`config.mk`:
```
export PLATFORM = sky130hd
export DESIGN_NAME = vc3_ram
export DESIGN_NICKNAME = d
export VERILOG_FILES = /design/src/sv/vc3_ram.sv
export SDC_FILE = /design/constraint.sdc
export NUM_CORES = 2
export LEC_CHECK = 0
export BUFFER_PORTS_ARGS = -buffer_cell sky130_fd_sc_hd__clkbuf_2
export CAP_MARGIN = 20
export CORE_ASPECT_RATIO = 1.75
export CORE_MARGIN = 1
export CORE_UTILIZATION = 42
export DETAILED_ROUTE_END_ITERATION = 6
export PLACE_DENSITY = 0.57
export SETUP_SLACK_MARGIN = 0.3
export SYNTH_ARGS = -nofsm -noshare
export SYNTH_HDL_FRONTEND = slang
export SYNTH_SLANG_ARGS = --single-unit
```
`constraint.sdc`:
```
create_clock -name clk -period 2.2 [get_ports clk]
set_input_delay 0.11 -clock clk [delete_from_list [all_inputs] [get_ports clk]]
set_output_delay 0.11 -clock clk [all_outputs]
set_load 0.05 [all_outputs]
```
`src/sv/vc3_ram.sv`:
```
// Generic single-write, single-read synchronous RAM with registered read.
// No dependencies.
`timescale 1ns / 1ps
module vc3_ram #(
    parameter int WIDTH = 16,
    parameter int DEPTH = 256
) (
    input  logic                     clk,
    input  logic                     we,
    input  logic [$clog2(DEPTH)-1:0] waddr,
    input  logic [WIDTH-1:0]         wdata,
    input  logic                     re,
    input  logic [$clog2(DEPTH)-1:0] raddr,
    output logic [WIDTH-1:0]         rdata
);
    logic [WIDTH-1:0] mem [DEPTH];
    logic [WIDTH-1:0] rdata_reg;

    always_ff @(posedge clk)
    begin
        if (we)
        begin
            mem[waddr] <= wdata;
        end
        if (re)
        begin
            rdata_reg <= mem[raddr];
        end
    end

    assign rdata = rdata_reg;
endmodule

```
==> results.md <==
* Die span in y at roughly 820 µm
* Fin. max-slew vios at 0
* Die ar. at about 380000 µm²
* Setup crit end kind: flip-flop
* First-pass iteration count of the detailed router at 5
* Metal2 WL at between 200 and 250 mm
* Via count at between 80000 and 90000
* Crit path top cell by count: buf_4
* Highest Signal Layer: met5
* Fin crit period at 2.61 ns
* Mean cell area of the mapped netlist at about 22 µm²
* CTS tree: built
* Setup crit start kind: primary input
* Port bufs at 50
* Hold path startpoint: wdata[2]
* CP peak stage delay at slightly above 0.5 ns
* GPL Wtd Cong at approximately 0.96
* Starting density of the core at 0.422
* Total leakage power at a little over 60 nW
* Yosys top cell by area: edfxtp_1
* Syn. warnings at 0
* Max reg flops at a little over 4000
* Final WL at between 400 and 500 mm
* Clk sinks at 4112
* Hold crit path type: primary input to flip-flop
* Synth top area share at 0.777
* Worst setup path start: raddr[1]
* Worst Skew at 0.0303 ns
* 1st-iter DRT viols at approximately 8300
* Synth Net Count at ~7400
* Dominant synthesized flop cell: edfxtp_1
* I/O pin count at 51
* Layout cells sized above 1 at 0.324
* CTS root buffer: clkbuf_16
* Area Growth Syn to Fin at 19.2%
* Final hold viol count at 0
* Pre-CTS setup slack at -1.48 ns
* CP Depth at 12
* Final HPWL DP at 313 mm
* CTS Buf Count at approximately 360
* Data arrival time of the worst path at between 3 and 4 ns
* RSZ-0062 raised after global routing: yes
* Cell area after synthesis at ~160000 µm²
* VDD IR-drop max at about 0.00066 V
* Routed Antenna Nets at 0
* Post-route insts no fill at about 14000
* Synth async-reset ratio at 0
* Violated checks: setup timing
* Area contributors post-synth: edfxtp_1 (78%), mux4_2 (11%), mux2i_1 (3.6%)
* GRT Total Usage at 0.242
* Clk slew on worst S/H paths at ~0.07 ns
* Slowest CP cell: a22oi_1
* Wire per inst at roughly 34 µm
* Critical Path RT at between 2 and 3 ns
* Worst path top cell family by delay: buffers and inverters
* CP Max Fanout at 18
* Worst Path Buf+Inv at 6
* Via density at ~5.9
* CP Cell Sequence: buf_8 > buf_4 > or2_4 > buf_12 > buf_12 > buf_4 > o221ai_1 > o22ai_1 > a22oi_1 > buf_4 > nand3_1 > nor4_4
* Max cap viols at 0
* Met1 wire length at 163 mm
* CTS H-tree lvls at 5
* Number of global-route vias before repair at around 83000
* Core Region at ~380000 µm²
* Fin crit share at 1.19
* Actual slew at the worst max-slew pin at about 0.88 ns
* Syn Inst Count at ~7400
* Synth cell types at just over 50
* Largest net degree at the start of global routing at 93
* Grt total ovfl at 0
* DR WL met3 at 20.6 mm
* Post-synthesis register bit count at 4112
* Hold slack final at approximately 0.087 ns
* Final net count at 8477
* Finish-stage setup viols at 16
* Worst hold path cell count at 2
* Worst slew margin at 0.409
* Clock tree buffer depth at 4
* First-pass GRT wire length at 648 mm
* Final worst setup slack at -0.411 ns
* Chip Width at 467 µm
* Status: complete, but fails checks
* Rows at around 300
* Worst r2r src: mem[59][7]
* EDFF count, synth at between 4000 and 5000
* Placed cell count at 13000
* Fillers at 29600
* CP Class: primary input to flip-flop
* Antenna violations before repair at 15
* Reg2reg path depth at 6
* Max Freq at ~0.38 GHz
* Drc violations at 0
* Sequential-to-total area share from yosys stat at 0.777
* Clk_lat worst skew at about 0.96 ns
* Pwr dens at between 800 and 900 nW/µm²
placed cells by master, fill, tap and decap left out, types with 15 or more instances in the layout:
| cell | netlist | layout |
|---|---|---|
| a211oi_1 | 18 | 18 |
| a21oi_1 | 175 | 174 |
| a22o_1 | 32 | 17 |
| a22oi_1 | 43 | 28 |
| a22oi_2 | 0 | 15 |
| buf_12 | 5 | 337 |
| buf_4 | 26 | 742 |
| buf_6 | 77 | 22 |
| buf_8 | 11 | 18 |
| bufinv_16 | 0 | 49 |
| clkbuf_1 | 230 | 50 |
| clkbuf_16 | 0 | 365 |
| clkbuf_2 | 0 | 18 |
| clkinv_1 | 0 | 84 |
| clkinv_2 | 0 | 72 |
| clkinvlp_4 | 0 | 16 |
| dlygate4sd3_1 | 0 | 22 |
| edfxtp_1 | 4112 | 4112 |
| mux2_2 | 88 | 70 |
| mux2_4 | 0 | 18 |
| mux2i_1 | 565 | 565 |
| mux4_2 | 797 | 797 |
| nand2_1 | 38 | 28 |
| nand3_1 | 35 | 25 |
| nand4_1 | 26 | 26 |
| nor2_1 | 304 | 161 |
| nor2_2 | 0 | 91 |
| nor2_4 | 0 | 52 |
| nor3_1 | 92 | 87 |
| o21ai_0 | 37 | 36 |
| o221ai_1 | 252 | 251 |
| o22ai_1 | 148 | 148 |
layout make-up:
class / instances / area (µm²) / area share
Timing Repair Buffer: 1174 / 13400 / 0.0708
Multi-Input combinational cell: 2792 / 34400 / 0.182
Inverter: 4 / 27.5 / 0.000145
Antenna cell: 1 / 2.50 / 0.0000132
Sequential cell: 4112 / 123000 / 0.652
Clock buffer: 415 / 9320 / 0.0492
Tap cell: 4950 / 6190 / 0.0327
Clock inverter: 245 / 2580 / 0.0136
per-layer routing:
metal / vias to the layer above / GRT usage
met4: 4 / 0.151
li1: 33400 / -
met1: 43500 / 0.276
met5: - / 0
met3: 774 / 0.0262
met2: 2624 / 0.433
power breakdown:
| part | internal, mW | total [mW] | leakage [nW] | switching [mW] |
|---|---|---|---|---|
| Sequential | 86.3 | 86.4 | 37.0 | 0.113 |
| Combinational | 3.88 | 9.95 | 18.1 | 6.07 |
| Clock | 36.3 | 65.1 | 5.81 | 28.8 |
synthesized netlist by cell type, drive strengths merged (3+ instances only):
cell type / count
a21oi: 175
nor3: 92
a22oi: 43
o31ai: 16
a31oi: 6
clkbuf: 230
o32ai: 21
mux4: 797
mux2: 88
buf: 222
o21ai: 38
nand3: 35
edfxtp: 4112
a22o: 32
o221ai: 253
a2111oi: 6
nor2: 304
mux2i: 565
a221oi: 28
or2: 5
nand4: 26
o22ai: 148
nand2b: 3
nor2b: 9
nand2: 38
nor4: 18
nand4b: 3
a211oi: 18
and3: 11
inv: 4
metrics by stage:
step / setup TNS, ns / area [µm²] / total power, mW / utilization
global placement: -20.25 / 176000 / 97.6 / 0.468
finish: -4.23 / 189000 / 162 / 0.503
global route: -4.78 / 189000 / 165 / 0.503
floorplan: -1.36 / 160000 / 92.6 / -
CTS: -4.51 / 189000 / 163 / 0.503
detailed placement: -20.11 / 176000 / 97.8 / 0.468
final timing paths:
path                                     to  slack, ns
worst max-delay path               rdata[7]      -0.41
worst min-delay path            mem[134][2]       0.09
worst max register to register     rdata[7]      -0.38
worst min register to register     rdata[2]       1.15
repair_timing:
item                                    in CTS  in global routing
setup buffers                                0                  1
endpoints found under the hold margin     4057                  0
endpoints found under the setup margin      26                 89
gates cloned                                 1                  0
resized for setup                          156                 41
hold buffers                                22                  0
pin swaps                                   35                 27
cells by family after synthesis:
group / synth area share
buffers and inverters: 0.0169
AO/OA/AOI/OAI: 0.0353
AND/OR/NAND/NOR: 0.0157
multiplexers: 0.155
flip-flops: 0.777
Power figures use the tool's default switching activity.
