**src/sv/vc3_pkg.sv**
```systemverilog
// Shared constants, types and helpers for the 3D convolution block.
// No dependencies; the files that use this package refer to it by scoped names.
`timescale 1ns / 1ps
package vc3_pkg;

    localparam int MAX_DIM_X      = 64;
    localparam int MAX_DIM_Y      = 64;
    localparam int MAX_DIM_Z      = 64;
    localparam int MAX_HALF_WIDTH = 3;

    localparam int KSPAN   = 2 * MAX_HALF_WIDTH + 1;
    localparam int KCOUNT  = KSPAN * KSPAN * KSPAN;
    localparam int VCOUNT  = MAX_DIM_X * MAX_DIM_Y * MAX_DIM_Z;
    localparam int KADDR_W = $clog2(KCOUNT);
    localparam int VADDR_W = $clog2(VCOUNT);
    localparam int KI_W    = $clog2(KSPAN);
    localparam int HW_W    = 2;
    localparam int POS_W   = 6;
    localparam int SMP_W   = 16;
    localparam int DIM_W   = 7;
    localparam int CW      = 11;
    localparam int OP_W    = 2;

    localparam int FRAC_W  = 14;
    localparam int PROD_W  = 2 * SMP_W;
    localparam int ACC_W   = PROD_W + $clog2(KCOUNT);
    localparam int WSUM_W  = SMP_W + $clog2(KCOUNT);
    localparam int DIVD_W  = ACC_W + FRAC_W;
    localparam int DIVS_W  = WSUM_W - 1;
    localparam int OUT_W   = 48;
    localparam int CNT_W   = $clog2(DIVD_W + 1);

    localparam logic [OP_W-1:0] OP_KERNEL = 2'd0;
    localparam logic [OP_W-1:0] OP_VOXEL  = 2'd1;
    localparam logic [OP_W-1:0] OP_QUERY  = 2'd2;

    localparam logic [2:0] REG_NORMALIZE = 3'd0;
    localparam logic [2:0] REG_WIDTH     = 3'd1;
    localparam logic [2:0] REG_HEIGHT    = 3'd2;
    localparam logic [2:0] REG_DEPTH     = 3'd3;
    localparam logic [2:0] REG_HALF_X    = 3'd4;
    localparam logic [2:0] REG_HALF_Y    = 3'd5;
    localparam logic [2:0] REG_HALF_Z    = 3'd6;

    localparam logic signed [63:0] OUT_MAX = 64'sd140737488355327;
    localparam logic signed [63:0] OUT_MIN = -64'sd140737488355328;

    typedef struct packed {
        logic                    done;
        logic signed [OUT_W-1:0] quotient;
    } div_res_t;

    function automatic logic signed [OUT_W-1:0] sat_out(input logic signed [63:0] v);
        logic signed [63:0] r;
        r = v;
        if (v > OUT_MAX) r = OUT_MAX;
        if (v < OUT_MIN) r = OUT_MIN;
        return r[OUT_W-1:0];
    endfunction

endpackage

```
**src/sv/vc3_div.sv**
```systemverilog
// Restoring divider, one quotient bit per cycle, truncating toward zero,
// result saturated to the output range. Depends on vc3_pkg.
`timescale 1ns / 1ps
module vc3_div (
    input  logic                              clk,
    input  logic                              rst_n,
    input  logic                              start,
    input  logic signed [vc3_pkg::ACC_W-1:0]  acc,
    input  logic [vc3_pkg::DIVS_W-1:0]        divisor,
    output vc3_pkg::div_res_t                 res
);
    localparam int DW = vc3_pkg::DIVD_W;
    localparam int SW = vc3_pkg::DIVS_W;

    logic              busy_reg, busy_next;
    logic              fin_reg, fin_next;
    logic [vc3_pkg::CNT_W-1:0] cnt_reg, cnt_next;
    logic [DW-1:0]     quo_reg, quo_next;
    logic [SW:0]       rem_reg, rem_next;
    logic [SW-1:0]     dvs_reg, dvs_next;
    logic              neg_reg, neg_next;
    logic [SW+1:0]     shifted;
    logic [SW+1:0]     trial;
    logic signed [63:0] signed_q;
    logic [DW-1:0]     mag;

    always_comb
    begin
        busy_next = busy_reg;
        fin_next  = 1'b0;
        cnt_next  = cnt_reg;
        quo_next  = quo_reg;
        rem_next  = rem_reg;
        dvs_next  = dvs_reg;
        neg_next  = neg_reg;
        shifted   = {rem_reg, quo_reg[DW-1]};
        trial     = shifted - {2'b00, dvs_reg};
        mag       = '0;
        if (start)
        begin
            mag       = acc[vc3_pkg::ACC_W-1] ? DW'(-acc) : DW'(acc);
            quo_next  = mag << vc3_pkg::FRAC_W;
            rem_next  = '0;
            dvs_next  = divisor;
            neg_next  = acc[vc3_pkg::ACC_W-1];
            cnt_next  = vc3_pkg::CNT_W'(DW);
            busy_next = 1'b1;
        end
        else if (busy_reg)
        begin
            if (!trial[SW+1])
            begin
                rem_next = trial[SW:0];
                quo_next = {quo_reg[DW-2:0], 1'b1};
            end
            else
            begin
                rem_next = shifted[SW:0];
                quo_next = {quo_reg[DW-2:0], 1'b0};
            end
            cnt_next = cnt_reg - 1'b1;
            if (cnt_reg == vc3_pkg::CNT_W'(1))
            begin
                busy_next = 1'b0;
                fin_next  = 1'b1;
            end
        end
    end

    always_ff @(posedge clk or negedge rst_n)
    begin
        if (!rst_n)
        begin
            busy_reg <= 1'b0;
            fin_reg  <= 1'b0;
            cnt_reg  <= '0;
        end
        else
        begin
            busy_reg <= busy_next;
            fin_reg  <= fin_next;
            cnt_reg  <= cnt_next;
        end
    end

    always_ff @(posedge clk)
    begin
        quo_reg <= quo_next;
        rem_reg <= rem_next;
        dvs_reg <= dvs_next;
        neg_reg <= neg_next;
    end

    // quotient magnitude fits in DW bits, well inside 64
    assign signed_q = neg_reg ? -$signed(64'(quo_reg)) : $signed(64'(quo_reg));
    assign res.done     = fin_reg;
    assign res.quotient = vc3_pkg::sat_out(signed_q);
endmodule

```
**config.mk**
```make
export PLATFORM = sky130hd
export DESIGN_NAME = vc3_div
export DESIGN_NICKNAME = d
export VERILOG_FILES = /design/src/sv/vc3_pkg.sv /design/src/sv/vc3_div.sv
export SDC_FILE = /design/constraint.sdc
export NUM_CORES = 1
export LEC_CHECK = 0
export ABC_CLOCK_PERIOD_IN_PS = 8050
export BUFFER_PORTS_ARGS = -buffer_cell sky130_fd_sc_hd__clkbuf_2
export CORE_MARGIN = 5
export CORE_UTILIZATION = 50
export CTS_CLUSTER_SIZE = 24
export DETAILED_ROUTE_END_ITERATION = 10
export GPL_ROUTABILITY_DRIVEN = 0
export PLACE_DENSITY = 0.71
export SYNTH_ARGS = -nofsm -noshare
export SYNTH_HDL_FRONTEND = slang
export SYNTH_SLANG_ARGS = --single-unit
export TNS_END_PERCENT = 100
```
**constraint.sdc**
```tcl
create_clock -name clk -period 8.05 [get_ports clk]
set_input_delay 0.805 -clock clk [delete_from_list [all_inputs] [get_ports clk]]
set_output_delay 0.805 -clock clk [all_outputs]
set_load 0.01 [all_outputs]
```
==> results of run 1 <==
-- where the power goes --
group          internal, uW  switching (uW)  total [uW]
clock network           501             256         757
logic                   135             172         306
registers               659            43.5         703
total                  1290             471        1770
-- worst register-to-register path: cells and delay by family (launching register included) --
family	cells	cell delay [ns]
compound gates	5	1.16
buf+inv	1	0.08
fa+ha+maj	1	0.21
mux	1	0.25
flops	1	0.44
simple gates	3	1.25
-- placed cells by master (no fill, tap or decap), types with 5 or more instances in the layout --
master     instances
or4_1             12
clkbuf_2         115
xnor2_1           59
clkbuf_8           5
inv_1             37
edfxtp_1          66
a21o_1            11
nor2b_1            7
o21ai_0           47
a31oi_1            5
nand4_1           10
nand3_1           19
nor2_1            64
ha_1              28
nor4_1             8
o31ai_1           29
nand2_1           85
dfrtp_1            7
nand2b_1          14
clkbuf_16         19
a21oi_2           28
xor2_1            51
nor3_1            13
o21a_1             7
mux2i_1           17
o41ai_1            7
dfxtp_1           39
a311oi_1          17
or3_1             12
a21oi_1           42
buf_4              5
a22o_1            39
-- area by class of cell --
cell class              instances  area share (%)
flip-flops and latches        113            31.4
repair buffers                120            6.50
well taps                     216            2.87
inverters                      38            1.51
diodes                          1          0.0265
clock buffers                  25            5.81
multi-input cells             695            51.1
clock inverters                 7           0.717
-- per-stage QoR --
| stage | area (um^2) | power (uW) | hold WS, ns | instances | setup slack, ns |
|---|---|---|---|---|---|
| floorplan | 8160 | 923 | 0.454 | 897 | 4.29 |
| global placement | 8810 | 1010 | 0.473 | 1182 | 3.39 |
| detailed placement | 8810 | 1020 | 0.486 | 1182 | 3.24 |
| CTS | 9420 | 1780 | 0.228 | 1214 | 2.75 |
| global route | 9430 | 1850 | 0.237 | 1215 | 2.37 |
| finish | 9430 | 1770 | 0.239 | 1215 | 2.73 |
-- routing by layer --
metal,global-route usage (%),vias up
li1,-,3490
met1,29.0,3232
met3,3.76,18
met2,33.1,169
met5,0,-
met4,6.20,0
-- path summary, 6_finish.rpt --
kind                                          start                       end  slack [ns]  cells after the start
hold / removal                                rst_n    cnt_reg[5]$_DFFE_PN0P_        0.24                      1
setup reg to reg               dvs_reg[1]$_DFFE_PP_  rem_reg[24]$_SDFFE_PP0P_        4.58                     11
hold reg to reg            rem_reg[16]$_SDFFE_PP0P_  rem_reg[17]$_SDFFE_PP0P_        0.49                      2
setup / recovery              quo_reg[31]$_DFFE_PP_                   res[14]        2.73                     10
max in group asynchronous                     rst_n        busy_reg$_DFF_PN0_        7.61                      1
min in group clk           rem_reg[16]$_SDFFE_PP0P_  rem_reg[17]$_SDFFE_PP0P_        0.49                      2
-- cells by family (layout without fill, tap and decap cells) --
kind of cell / Yosys count / in the layout / share of synthesized area, %
buffers and inverters: 89 / 190 / 4.71
muxes: 18 / 18 / 2.22
and+or+nand+nor: 272 / 272 / 16.8
other: 0 / 1 / 0
xor gates and xnor gates: 110 / 110 / 11.8
DFF: 113 / 113 / 36.3
adders and majority gates: 29 / 29 / 4.54
AOI/OAI and AO/OA: 266 / 266 / 23.6
==> results by group, run 1 <==
Run status
  • Outcome: finished clean

Logic synthesis
  • Cell with the most instances after synthesis: nand2_1
  • Post-synth EDFFs: 66
  • Post-synth design cell area: 8160 um^2
  • Synth top area cells: edfxtp_1 (24%), dfxtp_1 (9.6%), xnor2_1 (6.3%)
  • Synth cell count leaders: nand2_1 (85), edfxtp_1 (66), nor2_1 (65), xnor2_1 (59), xor2_1 (51)
  • Synth unique cells: 76
  • YS warnings: 0
  • FF+latch count, synth: 113
  • Top cell type by total area after synthesis: edfxtp_1
  • Dominant synthesized flop cell: edfxtp_1
  • Top-area cell type share of the netlist area: 24.3%
  • Fraction of registers with async set/reset: 7.08%
  • Syn Area/Cell: 9.09 um^2
  • Post-Syn Nets: 994
  • Syn Inst Count: 897
  • Register area share after synthesis: 36.3%

Drt
  • Detailed Route WL: 19.2 mm
  • Avg WL per Cell: 15.8 um
  • M1 WL: 9.03 mm
  • Drc violations: 0
  • Via/cell ratio: 5.69
  • Routed wl met3: 1.04 mm
  • Top layer reached by signal wires: met4
  • Number of DRC markers in iteration 0: 491
  • Drt pass-1 iters: 5
  • Final ANT Viol Nets: 0
  • Routed wl met2: 8.90 mm
  • Via count: 6909

Critical path
  • Type of destination of the critical path: output pin
  • CP top delay family: simple AND/OR/NAND/NOR gates
  • Startpoint types: register
  • CP Class: reg -> out
  • CP Data Required Time: 7.24 ns
  • Crit-path cells: nor4_1 > nand4_1 > or2_1 > or4_1 > o21ai_1 > xnor2_1 > a2111oi_2 > a31o_2 > a21oi_1 > clkbuf_2
  • Worst Path Buf+Inv: 1
  • Slowest cell on crit path: a31o_2
  • Worst path arrival time: 4.51 ns
  • Worst path max stage delay: 1.00 ns
  • Max FO, Critical Path: 47

Clock network
  • Postcts setup bufs: 0
  • Hold-fix buffers at CTS: 0
  • CTS tree: done
  • Clock latency at the later pin of the worst-skew pair: 0.41 ns
  • Clock root cell: clkbuf_16
  • H-tree depth: 4
  • Max Root-Sink Buffers: 2
  • Post-CTS Resized: 0
  • CTS Buf Count: 17
  • CTS clk-pin slew, worst paths: 0.05 ns
  • # clock sinks: 113

Die
  • Core area: 15900 um^2
  • Die ar.: 19000 um^2
  • Row count: 46
  • Die height: 138 um
  • Die X: 138 um
  • Ports: 117
  • Starting Density: 51.2%

Placement
  • DPL Wire Length: 13.5 mm
  • IO buf count: 116

Power
  • Cell area power density: 187 nW/um^2
  • Lkg Pwr: 0.00400 uW
  • Max rail drop VDD: 0.132 mV

Timing
  • Rel. slew slack: 18.2%
  • Setup tns final: 0 ns
  • Pins Over Slew Limit: 0
  • Crit path time final: 5.32 ns
  • Clock Skews: 0.00910 ns
  • Fin. Hold Viols: 0
  • Worst Tran Pin Value: 1.23 ns
  • Fmax: 0.188 GHz
  • Final worst path period share: 66.0%
  • RSZ-0062 raised after global routing: false
  • Final setup violation count: 0

Finish
  • # fillers: 1448
  • Layout cells sized above 1: 19.7%
  • Area of the multi-input gates: 4820 um^2
  • FF+latch area: 2960 um^2
  • Final nets: 1082
  • Area grow syn2layout: 15.6%
  • Final Util: 59.1%
  • Largest register FFs: 55

Global routing
  • Vias in the first global route: 6485
  • Number of antenna violations at the first check in global routing: 1
  • First-pass GRT wire length: 31.8 mm
  • Largest net degree at the start of global routing: 63
  • Final global-route overflow total: 0
  • GRT Overall Usage: 20.8%

Min path
  • Worst Hold Class: in -> async

Job
  • MaxCap Viol Count: 0
Note: power is estimated with default switching activity, not from simulation.
==> run 2: changes to the inputs <==
--- a/config.mk
+++ b/config.mk
@@ -5,14 +5,14 @@
 export SDC_FILE = /design/constraint.sdc
 export NUM_CORES = 1
 export LEC_CHECK = 0
-export ABC_CLOCK_PERIOD_IN_PS = 8050
+export ABC_CLOCK_PERIOD_IN_PS = 4700
 export BUFFER_PORTS_ARGS = -buffer_cell sky130_fd_sc_hd__clkbuf_2
 export CORE_MARGIN = 5
 export CORE_UTILIZATION = 50
 export CTS_CLUSTER_SIZE = 24
 export DETAILED_ROUTE_END_ITERATION = 10
 export GPL_ROUTABILITY_DRIVEN = 0
-export PLACE_DENSITY = 0.71
+export PLACE_DENSITY = 0.74
 export SYNTH_ARGS = -nofsm -noshare
 export SYNTH_HDL_FRONTEND = slang
 export SYNTH_SLANG_ARGS = --single-unit
==> constraint.sdc (replaced) <==
create_clock -name clk -period 4.7 [get_ports clk]
set_input_delay 0.47 -clock clk [delete_from_list [all_inputs] [get_ports clk]]
set_output_delay 0.47 -clock clk [all_outputs]
set_load 0.01 [all_outputs]
==> run 2 against run 1 <==
Effect of this change: first-iteration DRC count rose by 24%; clock skew barely moved; count of clock-buffer cells in the layout grew 2; sequential share of layout area decreased by 0.062 points; clock power rose by 66%; critical endpoint is now res[44]; largest cell class unchanged.
==> results by group, run 2 (synthesis gave the netlist of run 1 again) <==
Run status
  • Outcome: finished clean

Clock network
  • # clock sinks: 113 (unchanged)
  • Clock latency at the later pin of the worst-skew pair: 0.41 ns (about the same)
  • CTS tree: done
  • Max Root-Sink Buffers: 2 (unchanged)
  • CTS Buf Count: 17 (unchanged)
  • Clock root cell: clkbuf_16
  • Postcts setup bufs: 0 (unchanged)
  • CTS clk-pin slew, worst paths: 0.05 ns (about the same)
  • H-tree depth: 4 (unchanged)

Timing
  • Worst Tran Pin Value: 1.14 ns (-0.0917 ns)
  • Rel. slew slack: 24.1% (+5.9 points)
  • Hold_ws: 0.228 ns (-0.0102 ns)
  • Crit path time final: 4.36 ns
  • Final worst path period share: 92.7%
  • Clock Skews: 0.00896 ns (-0.000137 ns)
  • Setup slack after layout: 0.342 ns (-2.39 ns)
  • Setup tns final: 0 ns (unchanged)
  • Pins Over Slew Limit: 0 (unchanged)
  • Fin. Hold Viols: 0 (unchanged)
  • Final setup violation count: 0 (unchanged)
  • RSZ-0062 raised after global routing: false
  • Fmax: 0.229 GHz

Drt
  • Detailed Route WL: 19.5 mm (+1.7%)
  • Via/cell ratio: 5.82 (+2.3%)
  • Via count: 7092 (+2.6%)
  • Drc violations: 0 (unchanged)
  • Number of DRC markers in iteration 0: 609 (+24%)
  • Avg WL per Cell: 16.0 um (+1.4%)
  • Final ANT Viol Nets: 0 (unchanged)
  • Drt pass-1 iters: 5 (unchanged)

Critical path
  • Worst R2R Start: quo_reg[54]$_DFFE_PP_
  • CP startpoint: quo_reg[20]$_DFFE_PP_
  • CP Class: reg -> out
  • Reg-to-reg slack, setup: 1.28 ns (-3.30 ns)
  • Most used cell, CP: or4_1
  • Worst path arrival time: 3.89 ns (-0.62 ns)
  • Type of destination of the critical path: output pin
  • Worst Path Buf+Inv: 1 (unchanged)
  • Slowest cell on crit path: or4_1
  • Stages on the worst setup path: 10 (unchanged)
  • R2R depth: 12 (+1)
  • Worst path max stage delay: 0.59 ns (-0.41 ns)
  • Reg2reg end: rem_reg[24]$_SDFFE_PP0P_
  • Max FO, Critical Path: 6 (-87%)
  • CP top delay family: simple AND/OR/NAND/NOR gates
  • CP Data Required Time: 4.23 ns (-3.01 ns)
  • Crit-path cells: or4_1 > nor4_1 > and4_1 > nand2_1 > or4_1 > nor2_1 > a21oi_1 > xnor2_1 > a21oi_2 > clkbuf_2
  • Setup crit end: res[44]
  • Startpoint types: register

Min path
  • Worst Hold Class: in -> reg

Finish
  • Antenna cells: 0 (-1)
  • Final nets: 1087 (+0.46%)
  • Area grow syn2layout: 15.8%
  • Most frequent cells in the layout: clkbuf_2 (115), nand2_1 (85), edfxtp_1 (66), nor2_1 (64), xnor2_1 (59)
  • Largest register FFs: 55 (unchanged)
  • Non-Filler Instances: 1219 (+0.33%)
  • Commonest non-fill, non-tap cell in the layout: clkbuf_2
  • Layout cells sized above 1: 19.6% (-0.098 points)

Global routing
  • Vias in the first global route: 6487 (+0.031%)
  • First-pass GRT wire length: 31.7 mm (-0.13%)
  • Final global-route overflow total: 0 (unchanged)
  • GRT Overall Usage: 20.7% (-0.13 points)
  • Largest net degree at the start of global routing: 56 (-11%)
  • Number of antenna violations at the first check in global routing: 0 (-1)

Die
  • Starting Density: 51.2% (unchanged)
  • Row count: 46 (unchanged)
  • Die height: 138 um (unchanged)
  • Core area: 15900 um^2 (unchanged)
  • Die X: 138 um (unchanged)
  • Die ar.: 19000 um^2 (unchanged)
  • Ports: 117 (unchanged)

Power
  • Combinational power share: 17.9% (+0.5 points)
  • Sequential Power Share: 40.1% (+0.3 points)
  • Psw: 805 uW (+71%)
  • Internal Power: 2200 uW (+70%)
  • Sw Share: 26.8% (+0.11 points)
  • Clock share of power: 41.9% (-1.0 points)
  • Lkg Pwr: 0.00401 uW (+0.29%)
  • Cell area power density: 318 nW/um^2 (+70%)
  • Max rail drop VDD: 0.243 mV (+85%)

Placement
  • DPL Wire Length: 13.8 mm (+2.0%)
  • IO buf count: 116 (unchanged)
  • Dpl ws: 0.808 ns (-2.43 ns)
  • DP Cell Count: 1186 (+0.34%)

Job
  • MaxCap Viol Count: 0 (unchanged)
run 2: changes by cell type in the layout (fill, tap and decap cells not counted), sizes merged:
cell / delta
buf: +4
clkbuf: +2
clkinv: -2
bufinv: +1
clkinvlp: -1
diode: -1
dlygate4sd3: +1
run 2: timing repair:
| item | 4_1_cts | 5_1_grt |
|---|---|---|
| endpoints found under the setup margin | 0 | 15 |
| hold buffers | 1 | 0 |
| endpoints found under the hold margin | 8 | 0 |
| gates resized for setup | 0 | 1 |
run 2: worst min-delay path by stage:
stage / startpoint / end / slack (ns) / cells after the start
final: divisor[3] / dvs_reg[3]$_DFFE_PP_ / 0.23 / 1
after global routing: divisor[8] / dvs_reg[8]$_DFFE_PP_ / 0.22 / 1
after CTS: divisor[3] / dvs_reg[3]$_DFFE_PP_ / 0.21 / 1
after detailed placement: rst_n / cnt_reg[1]$_DFFE_PN0P_ / 0.33 / 1
after global placement: rst_n / cnt_reg[1]$_DFFE_PN0P_ / 0.33 / 1
after floorplan: rst_n / busy_reg$_DFF_PN0_ / 0.17 / 0
run 2: final cells by class:
type	count	area (um^2)
fillers	1416	6500
well taps	216	270
clock buffers	27	503
repair buffers	125	669
clock inverters	5	77.6
flip-flops and latches	113	2960
inverters	38	143
multi-input cells	695	4820
run 2: metal layers:
metal | track usage [%] | vias to the layer above | part of all wire (%)
li1 | - | 3500 | -
met1 | 29.4 | 3333 | 47
met2 | 32.5 | 232 | 45
met3 | 3.40 | 27 | 6.4
met4 | 6.09 | 0 | 1.5
met5 | 0 | - | 0
run 2: per-stage QoR:
step	instance area, um^2	utilization [%]	power, uW
finish	9450	59.2	3000
global route	9450	59.2	3130
CTS	9440	59.2	3020
detailed placement	8850	55.5	1760
global placement	8850	55.5	1740
floorplan	8160	-	1580
run 2: power by group through the flow:
stage | Combinational, uW | Clock (uW) | Sequential (uW)
final | 539 | 1260 | 1210
after global routing | 593 | 1320 | 1210
after CTS | 539 | 1280 | 1200
after detailed placement | 534 | 0 | 1220
after global placement | 526 | 0 | 1220
after floorplan | 384 | 0 | 1200
run 2: worst register-to-register path: cells and delay by family, from the launching register on:
kind | cells | cell delay, ns
flops | 1 | 0.43
simple gates | 5 | 1.15
compound gates | 4 | 1.16
buf+inv | 1 | 0.14
fa+ha+maj | 2 | 0.45
